--- src/rtl/core/tnr_queue.sv ---
module tnr_queue #(
    parameter int WIDTH = 1,
    parameter int DEPTH = 2
) (
    input  logic                           clk,
    input  logic                           rst_n,
    input  logic                           push,
    input  logic [WIDTH-1:0]               wdata,
    output logic                           full,
    input  logic                           pop,
    output logic [WIDTH-1:0]               rdata,
    output logic                           empty,
    output logic [$clog2(DEPTH+1)-1:0]     count
);

    localparam int PTR_W = (DEPTH > 1) ? $clog2(DEPTH) : 1;
    localparam int CNT_W = $clog2(DEPTH + 1);
    localparam logic [PTR_W-1:0] LAST = PTR_W'(DEPTH - 1);

    logic [WIDTH-1:0] slots_reg [DEPTH];
    logic [PTR_W-1:0] wr_ptr_reg;
    logic [PTR_W-1:0] rd_ptr_reg;
    logic [CNT_W-1:0] count_reg;
    logic             push_ok;
    logic             pop_ok;

    // Status and read side.
    assign full    = (count_reg == CNT_W'(DEPTH));
    assign empty   = (count_reg == '0);
    assign count   = count_reg;
    assign rdata   = slots_reg[rd_ptr_reg];
    assign push_ok = push && !full;
    assign pop_ok  = pop && !empty;

    // Pointers and fill count.
    always_ff @(posedge clk or negedge rst_n)
    begin
        if (!rst_n)
        begin
            wr_ptr_reg <= '0;
            rd_ptr_reg <= '0;
            count_reg  <= '0;
        end
        else
        begin
            if (push_ok)
            begin
                wr_ptr_reg <= (wr_ptr_reg == LAST) ? '0 : wr_ptr_reg + PTR_W'(1);
            end
            if (pop_ok)
            begin
                rd_ptr_reg <= (rd_ptr_reg == LAST) ? '0 : rd_ptr_reg + PTR_W'(1);
            end
            if (push_ok && !pop_ok)
            begin
                count_reg <= count_reg + CNT_W'(1);
            end
            else if (pop_ok && !push_ok)
            begin
                count_reg <= count_reg - CNT_W'(1);
            end
        end
    end

    // Entry storage; no reset needed on payload.
    always_ff @(posedge clk)
    begin
        if (push_ok)
        begin
            slots_reg[wr_ptr_reg] <= wdata;
        end
    end

    // The fill count must agree with the distance between the pointers.
    a_count_matches_ptrs: assert property (@(posedge clk) disable iff (!rst_n)
        (count_reg != '0 && count_reg != CNT_W'(DEPTH)) |-> (wr_ptr_reg != rd_ptr_reg))
        else $error("queue count disagrees with pointers");

endmodule

--- config.mk ---
export PLATFORM = sky130hd
export DESIGN_NAME = tnr_queue
export DESIGN_NICKNAME = d
export VERILOG_FILES = /design/src/rtl/core/tnr_queue.sv
export SDC_FILE = /design/constraint.sdc
export NUM_CORES = 1
export LEC_CHECK = 0
export BUFFER_PORTS_ARGS = -buffer_cell sky130_fd_sc_hd__buf_2
export CAP_MARGIN = 10
export CORE_AREA = 2 2 39 41
export DETAILED_ROUTE_END_ITERATION = 6
export DIE_AREA = 0 0 41 43
export GPL_ROUTABILITY_DRIVEN = 0
export SLEW_MARGIN = 20
export SYNTH_ARGS = -nofsm -noshare
export SYNTH_HDL_FRONTEND = slang
export SYNTH_SLANG_ARGS = --single-unit
--- constraint.sdc ---
create_clock -name clk -period 1.9 [get_ports clk]
set_input_delay 0.19 -clock clk [delete_from_list [all_inputs] [get_ports clk]]
set_output_delay 0.19 -clock clk [all_outputs]
set_load 0.01 [all_outputs]
==> impl_metrics.yaml, run 1 <==
timing:
  slew_viol_final: 0
  period_share_pct: 79.2
  relSlewSlack_pct: 85.5
  worst_slack_ps: 395
  hold_viol: 0
  fin_crit_ps: 1510
  rsz0062_at_grt: "no"
  finClkSkew_ps: 2.49
  fmax_mhz: 664
  timing.setup.tns_ps: 0
  worst_pin_slew_ps: 218
  setup_viol: 0
power:
  power_density_nw_per_um2: 1680
  pwr-share-comb_pct: 39.3
  switching_share_pct: 35.2
  max-vdd-ir-drop_mv: 0.564
  power.switching_w: 0.000219
  p_clk_share_pct: 20.5
  p_int_w: 0.000403
  p_leak_nw: 0.182
  seq_power_share_pct: 40.2
  power_w: 0.000622
final_layout:
  num-nets-final: 43
  nFillCells: 158
  drive_above_1_share_pct: 36.1
  diodes: 0
  finalInstanceArea_um2: 369
  syn_to_final_growth_pct: 37.9
  final_cell_mix: "buf_2, dfrtp_1, nor2_1, xnor2_1, clkbuf_4"
  layout.cells.most_common: "buf_2"
synthesis:
  postSynthAreaPerCell_um2: 12.2
  synth_area_um2: 268
  seq_area_frac_synth_pct: 59.8
  syn_nets: 28
  yosys_register_bits: 6
  yosys_warnings: 0
  netlist_instances: 22
  synthDistinctLibCells: 12
run:
  maxCapViolations: 0
critical_path:
  critPathArrivalTime_ps: 1670
  slowest_delay_ps: 440
  worst_path_most_repeated_cell: "xor2_1"
  worst-path-buf-inv: 1
  critical_path_depth: 7
  cp_slowest_cell: "dfrtp_1"
  crit_path_end_kind: "register"
  ff2ff_path_depth: 7
  cp-start-kind: "register"
  path_cells: "nand2b_1 -> nand2_1 -> inv_1 -> ha_1 -> xor2_1 -> nor2_1 -> xor2_1"
  r2r_start: "count[0]"
  crit_required_ps: 2070
  cp_max_fo: 6
  crit_start: "count[0]"
  worstSetupPathType: "reg2reg"
  path_delay_family: "simple AND/OR/NAND/NOR gates"
outcome:
  outcome: "completed"
detailed_routing:
  drcViolationCount: 0
  drt_iter0_drc: 1
  drt-total-wl_um: 453
  vias: 198
  wl_per_cell_um: 8.71
  ant_nets: 0
  avgViaCountPerCell: 3.81
  dr.pass1.iters: 3
hold_path:
  hold_path.startpoint: "wdata"
  hold_depth: 1
  hp-class: "in2reg"
clock_network:
  clkSinkCount: 6
  cts_setup_buffers: 0
  htree_levels: 1
  cts_made_buffers: 3
  cts_tree: "done"
  path_clk_slew_ps: 50
  clock_latency_ps: 240
  clockBufferDepth: 2
  clock-root-buffer: "clkbuf_4"
floorplanning:
  rows: 14
  die_w_um: 41
  fp.dieH_um: 43
  top_level_ports: 10
  coreArea_um2: 1380
  die-area_um2: 1760
  start_util_pct: 19.3
placed_design:
  place_ws_ps: 396
  dpl_cell_area_um2: 333
  place.port_buffers: 9
grt:
  antenna_found_initial: 0
  grt_pass1_wl_um: 800
  track_usage_pct: 7.79
  grt_max_degree: 7
  grt_pass1_vias: 211
  grt_overflow: 0
## per-stage QoR
| step | hold slack [ps] | std cells | utilization [%] |
|---|---|---|---|
| floorplan | -106 | 22 | - |
| global placement | 1.36 | 47 | 24.1 |
| detailed placement | 1.06 | 47 | 24.1 |
| CTS | 126 | 52 | 26.7 |
| global route | 123 | 52 | 26.7 |
| finish | 137 | 52 | 26.7 |
## layer usage
layer  vias up  track usage [%]  wire, um
met4         0             6.00         0
met2         5             10.6       224
li1         99                -         -
met1        94             7.24       190
met3         0             6.28        38
met5         -                0         0
## path summary, 6_finish.rpt
path / slack, ps / endpoint
max: 390 / count[1]
min: 140 / slots_reg[1]
max reg2reg: 390 / count[1]
min reg2reg: 480 / rd_ptr_reg
max in group asynchronous: 1500 / wr_ptr_reg
min in group asynchronous: 280 / rd_ptr_reg
## power by group through the flow
stage / registers (W) / logic (W) / clock network (W)
6_report: 0.000250 / 0.000244 / 0.000128
3_5_place_dp: 0.000252 / 0.000245 / 0
3_3_place_gp: 0.000249 / 0.000243 / 0
5_1_grt: 0.000259 / 0.000277 / 0.000142
2_1_floorplan: 0.000252 / 0.000164 / 0
4_1_cts: 0.000251 / 0.000250 / 0.000134
## what timing repair did
| item | in CTS | in global routing |
|---|---|---|
| gates resized for setup | 0 | 0 |
| hold buffers | 1 | 0 |
| endpoints found under the hold margin | 4 | 0 |
## cells by family (layout without fill, tap and decap cells)
group,after synthesis,count (layout),share of synthesized area (%)
flip-flops,6,6,59.8
AND/OR/NAND/NOR,6,6,10.3
XOR/XNOR,5,5,16.4
buffers and inverters,2,16,2.80
adder cells (fa/ha/maj),1,1,4.67
AO/OA/AOI/OAI,1,1,1.87
multiplexers,1,1,4.21
## area by class of cell
type | instances | area [um^2] | area share, %
multi-input combinational | 14 | 100 | 27.1
tap | 16 | 20.0 | 5.42
timing repair buffer | 10 | 55.1 | 14.9
sequential | 6 | 160 | 43.4
inverter | 2 | 7.51 | 2.03
clock buffer | 4 | 26.3 | 7.12
## cell usage after synthesis
master	n	area (um^2)
and3_1	1	6.26
dfrtp_1	4	100
edfxtp_1	2	60.1
ha_1	1	12.5
inv_1	2	7.51
mux2_2	1	11.3
nand2_1	1	3.75
nand2b_1	1	6.26
nor2_1	3	11.3
o21ai_1	1	5.00
xnor2_1	3	26.3
xor2_1	2	17.5
Power figures use the tool's default switching activity.
==> inputs of run 2 (changes only) <==
ABC_AREA = 1   (was not set)
clock period = 1.6 ns   (was 1.9 ns; I/O delays follow)
==> run 2 against run 1 <==
Compared with the run above:
- sequential power rose by 14%
- design area rose by 9.2%
- non-clock buffer count did not move
- critical endpoint unchanged
- global-route usage rose by 0.21 points
- largest cell class unchanged
- highest routed layer unchanged
==> impl_metrics.yaml, run 2 <==
timing:
  worst_pin_slew_ps: 275
  relSlewSlack_pct: 81.5
  period_share_pct: 88.5
  hold_viol: 0
  rsz0062_at_grt: "no"
  setup_viol: 0
  fmax_mhz: 706
  slew_viol_final: 0
  finClkSkew_ps: 4.97
  fin_crit_ps: 1420
  timing.setup.tns_ps: 0
grt:
  grt_max_degree: 9
  grt_pass1_vias: 213
  antenna_found_initial: 0
  grt_overflow: 0
  grt_pass1_wl_um: 841
  track_usage_pct: 8.00
critical_path:
  cp_max_fo: 8
  worst_path_most_repeated_cell: "nand2_1"
  rrSetupSlack_ps: 180
  worstSetupPathType: "reg2reg"
  slowest_delay_ps: 460
  cp-start-kind: "register"
  crit_start: "count[0]"
  r2r_end: "count[1]"
  worst-path-buf-inv: 1
  path_cells: "o21ai_0 -> ha_1 -> inv_1 -> nand3_1 -> nand2_1 -> nand2_1"
  r2r_start: "count[0]"
  cp_slowest_cell: "dfrtp_1"
  path_delay_family: "flip-flops"
  ff2ff_path_depth: 6
  crit_required_ps: 1730
  crit_path_end_kind: "register"
  critPathArrivalTime_ps: 1550
final_layout:
  layout.cells.most_common: "nand2_1"
  syn_to_final_growth_pct: 32.0
  drive_above_1_share_pct: 28.0
  num-nets-final: 58
  utilization_pct: 29.1
  final_cell_mix: "nand2_1, buf_2, inv_1"
  diodes: 0
synthesis:
  seq_area_frac_synth_pct: 52.5
  synth_area_leader_cell: "dfrtp_1"
  yosys_register_bits: 6
  synth_area_um2: 305
  yosysMostFrequentCell: "nand2_1"
  postSynthAreaPerCell_um2: 8.25
  synth_ff_type: "dfrtp_1"
  synth.cells.most_frequent: "nand2_1, inv_1, dfrtp_1"
  synthTopCellsByArea: "dfrtp_1, edfxtp_1, nand2_1, inv_1, ha_1"
  synth_edf_count: 2
  async_reset_ff_share_pct: 66.7
  synth-compound-area-share_pct: 3.28
  synthDistinctLibCells: 12
  synth_xor_area_share_pct: 2.87
  yosys.area_share.adder_pct: 4.10
  netlist.area_leader.share_pct: 32.8
  yosys_warnings: 0
  synthMuxAreaShare_pct: 0
  netlist_instances: 37
  synthSimpleGateAreaFrac_pct: 27.5
  synth_top_family_by_area: "simple AND/OR/NAND/NOR gates"
  syn_nets: 43
floorplanning:
  fp.dieH_um: 43
  rows: 14
  start_util_pct: 22.1
  die_w_um: 41
  top_level_ports: 10
  coreArea_um2: 1380
  die-area_um2: 1760
clock_network:
  clock-root-buffer: "clkbuf_4"
  cts_made_buffers: 3
  ctsResizeCount: 0
  clock_latency_ps: 240
  clkSinkCount: 6
  cts_tree: "done"
  htree_levels: 1
  path_clk_slew_ps: 50
  clockBufferDepth: 2
detailed_routing:
  drcViolationCount: 0
  vias: 245
  avgViaCountPerCell: 3.71
  wl_per_cell_um: 7.79
  drt_iter0_drc: 9
  dr.pass1.iters: 3
  drt-total-wl_um: 514
  ant_nets: 0
run:
  maxCapViolations: 0
outcome:
  outcome: "completed"
placed_design:
  hpwl_um: 416
  place.port_buffers: 9
power:
  max-vdd-ir-drop_mv: 0.868
  power_density_nw_per_um2: 1890
  power_w: 0.000761
  p_leak_nw: 0.223
hold_path:
  hold_path.startpoint: "wdata"
  hold_depth: 1
  min_to: "slots_reg[1]"
  hp-class: "in2reg"
-- run 2: final cells by class --
class,count,area [um^2]
multi-input cells,23,115
inverters,8,30.0
fillers,143,981
well taps,16,20.0
repair buffers,10,55.1
flip-flops and latches,6,160
clock buffers,3,22.5
-- run 2: where the power goes --
| part | switching, W | internal [W] |
|---|---|---|
| Clock | 0.0000545 | 0.0000848 |
| Combinational | 0.000192 | 0.000144 |
| Sequential | 0.0000584 | 0.000227 |
| Total | 0.000305 | 0.000456 |
-- run 2: worst reg2reg max path: stages, from the launching register on --
cell     delay, ps
dfrtp_1        460
o21ai_0        290
ha_1           310
inv_1           80
nand3_1         70
nand2_1         60
nand2_1         40
-- run 2: routing by layer --
| layer | GRT usage (%) | routed length [um] | vias up | part of all wire [%] |
|---|---|---|---|---|
| met3 | 6.28 | 36 | 0 | 7.0 |
| met4 | 6.00 | 0 | 0 | 0 |
| met5 | 0 | 0 | - | 0 |
| li1 | - | - | 139 | - |
| met1 | 11.2 | 296 | 97 | 58 |
| met2 | 7.50 | 180 | 9 | 35 |
-- run 2: worst max-delay path by stage --
stage / endpoint / slack [ps] / cells past startpoint
after floorplan: count[1] / 230 / 7
after CTS: count[1] / 160 / 6
after global placement: count[1] / 200 / 6
final: count[1] / 180 / 6
after detailed placement: count[1] / 170 / 6
after global routing: count[1] / 7 / 6
-- run 2: per-stage QoR --
stage | setup WS, ps | instance area, um^2 | instances | hold slack (ps)
after floorplan | 232 | 305 | 37 | -136
after global placement | 198 | 370 | 62 | -27.9
after detailed placement | 173 | 370 | 62 | -27.9
after CTS | 159 | 403 | 66 | 100
after global routing | 6.78 | 403 | 66 | 88.4
final | 184 | 403 | 66 | 104
-- run 2: cell families after synthesis --
| group | count (synthesis) |
|---|---|
| XOR/XNOR | 1 |
| AO/OA/AOI/OAI | 2 |
| AND/OR/NAND/NOR | 19 |
| buffers and inverters | 8 |
| flip-flops | 6 |
| adder cells (fa/ha/maj) | 1 |
-- run 2: what timing repair did --
action | in CTS | in global routing
setup endpoints to repair | 0 | 0
setup buffers | 0 | 0
hold buffers | 1 | 0
endpoints found under the hold margin | 4 | 0
==> inputs of run 3 (changes only) <==
PLACE_DENSITY = 0.47   (was not set)
==> run 3 against run 2 <==
Compared with the run above:
- via count up 7.3%
- power up 1.9%
- highest routed layer is now met4
- sequential power about the same
- sequential share of layout area down 0.37 points
- critical endpoint unchanged
- worst hold slack better by 2.1 ps
==> impl_metrics.yaml, run 3 (synthesis results as in run 2) <==
detailed_routing:
  drt-total-wl_um: 541
  dr.pass1.iters: 2
  ant_nets: 0
  vias: 263
  drt_iter0_drc: 1
  wl_per_cell_um: 8.07
  drcViolationCount: 0
  avgViaCountPerCell: 3.93
critical_path:
  worstSetupPathType: "reg2reg"
  worst_path_most_repeated_cell: "nand2_1"
  critPathArrivalTime_ps: 1560
  slowest_delay_ps: 460
  path_delay_family: "flip-flops"
  worst-path-buf-inv: 1
  cp-start-kind: "register"
  crit_required_ps: 1740
  cp_slowest_cell: "dfrtp_1"
  crit_path_end_kind: "register"
  cp_max_fo: 8
  path_cells: "o21ai_0 -> ha_1 -> inv_1 -> nand3_1 -> nand2_1 -> nand2_1"
floorplanning:
  die_w_um: 41
  die-area_um2: 1760
  fp.dieH_um: 43
  top_level_ports: 10
  coreArea_um2: 1380
  start_util_pct: 22.1
  rows: 14
timing:
  finClkSkew_ps: 0.241
  fmax_mhz: 704
  relSlewSlack_pct: 81.5
  timing.setup.tns_ps: 0
  period_share_pct: 88.7
  hold_viol: 0
  rsz0062_at_grt: "no"
  setup_viol: 0
  slew_viol_final: 0
  worst_pin_slew_ps: 275
  fin_crit_ps: 1420
  worst_slack_ps: 180
final_layout:
  final_cell_mix: "nand2_1, buf_2, inv_1"
  syn_to_final_growth_pct: 33.2
  num-nets-final: 58
  layout.cells.most_common: "nand2_1"
  instances_no_fill: 67
  drive_above_1_share_pct: 27.5
  diodes: 0
power:
  p_leak_nw: 0.225
  power_density_nw_per_um2: 1910
  power_w: 0.000775
  max-vdd-ir-drop_mv: 0.449
grt:
  grt_max_degree: 9
  grt_pass1_wl_um: 959
  grt_overflow: 0
  track_usage_pct: 8.79
  antenna_found_initial: 0
  grt_pass1_vias: 249
clock_network:
  path_clk_slew_ps: 50
  clock-root-buffer: "clkbuf_4"
  htree_levels: 1
  cts_tree: "done"
  clockBufferDepth: 2
  clkSinkCount: 6
  cts_setup_buffers: 0
  clock_latency_ps: 240
  ctsResizeCount: 0
  cts_made_buffers: 3
placed_design:
  place_ws_ps: 165
  place_inst: 62
  hpwl_um: 449
  place.port_buffers: 9
outcome:
  outcome: "completed"
run:
  maxCapViolations: 0
hold_path:
  hp-class: "in2reg"
-- run 3: changes by cell type in the layout (fill, tap and decap cells not counted), sizes merged --
cell | previous run | this run
clkbuf | 3 | 4
-- run 3: worst reg2reg max path, delay by kind of cell, from the launching register on --
kind	cells	cell delay (ps)
fa+ha+maj	1	310
simple gates	3	180
flops	1	460
compound gates	1	290
buf+inv	1	80
-- run 3: where the power goes --
| part | total [W] | internal (W) | switching [W] | leakage [nW] |
|---|---|---|---|---|
| Clock | 0.000154 | 0.0000948 | 0.0000592 | 0.0150 |
| Sequential | 0.000288 | 0.000227 | 0.0000613 | 0.0665 |
| Combinational | 0.000333 | 0.000144 | 0.000189 | 0.143 |
| Total | 0.000775 | 0.000465 | 0.000310 | 0.225 |
-- run 3: final cells by class --
class                   instances  area (um^2)
clock buffers                   4         26.3
multi-input cells              23          115
repair buffers                 10         55.1
flip-flops and latches          6          160
well taps                      16         20.0
fillers                       158          977
inverters                       8         30.0
-- run 3: worst paths after layout --
check | startpoint | end | slack (ps) | cells past startpoint
min in group asynchronous | rst_n | count[0] | 250 | 2
max reg2reg | count[0] | count[1] | 180 | 6
min reg2reg | wr_ptr_reg | wr_ptr_reg | 490 | 2
max | count[0] | count[1] | 180 | 6
max in group asynchronous | rst_n | wr_ptr_reg | 1230 | 2
min | wdata | slots_reg[1] | 110 | 1
-- run 3: layer usage --
metal / GRT usage, % / share of wire (%)
met5: 0 / 0
met4: 10.0 / 2.2
met3: 3.14 / 4.1
met2: 11.3 / 46
met1: 9.84 / 48
-- run 3: through the flow --
step	area (um^2)	util (%)	hold slack [ps]
after global routing	407	29.4	99.9
after CTS	407	29.4	98.7
after global placement	370	26.8	-25.4
final	407	29.4	106
after detailed placement	370	26.8	-22.7
after floorplan	305	-	-136
-- run 3: what timing repair did --
item,CTS,global route
endpoints found under the hold margin,4,0
hold buffers,1,0
endpoints found under the setup margin,0,0
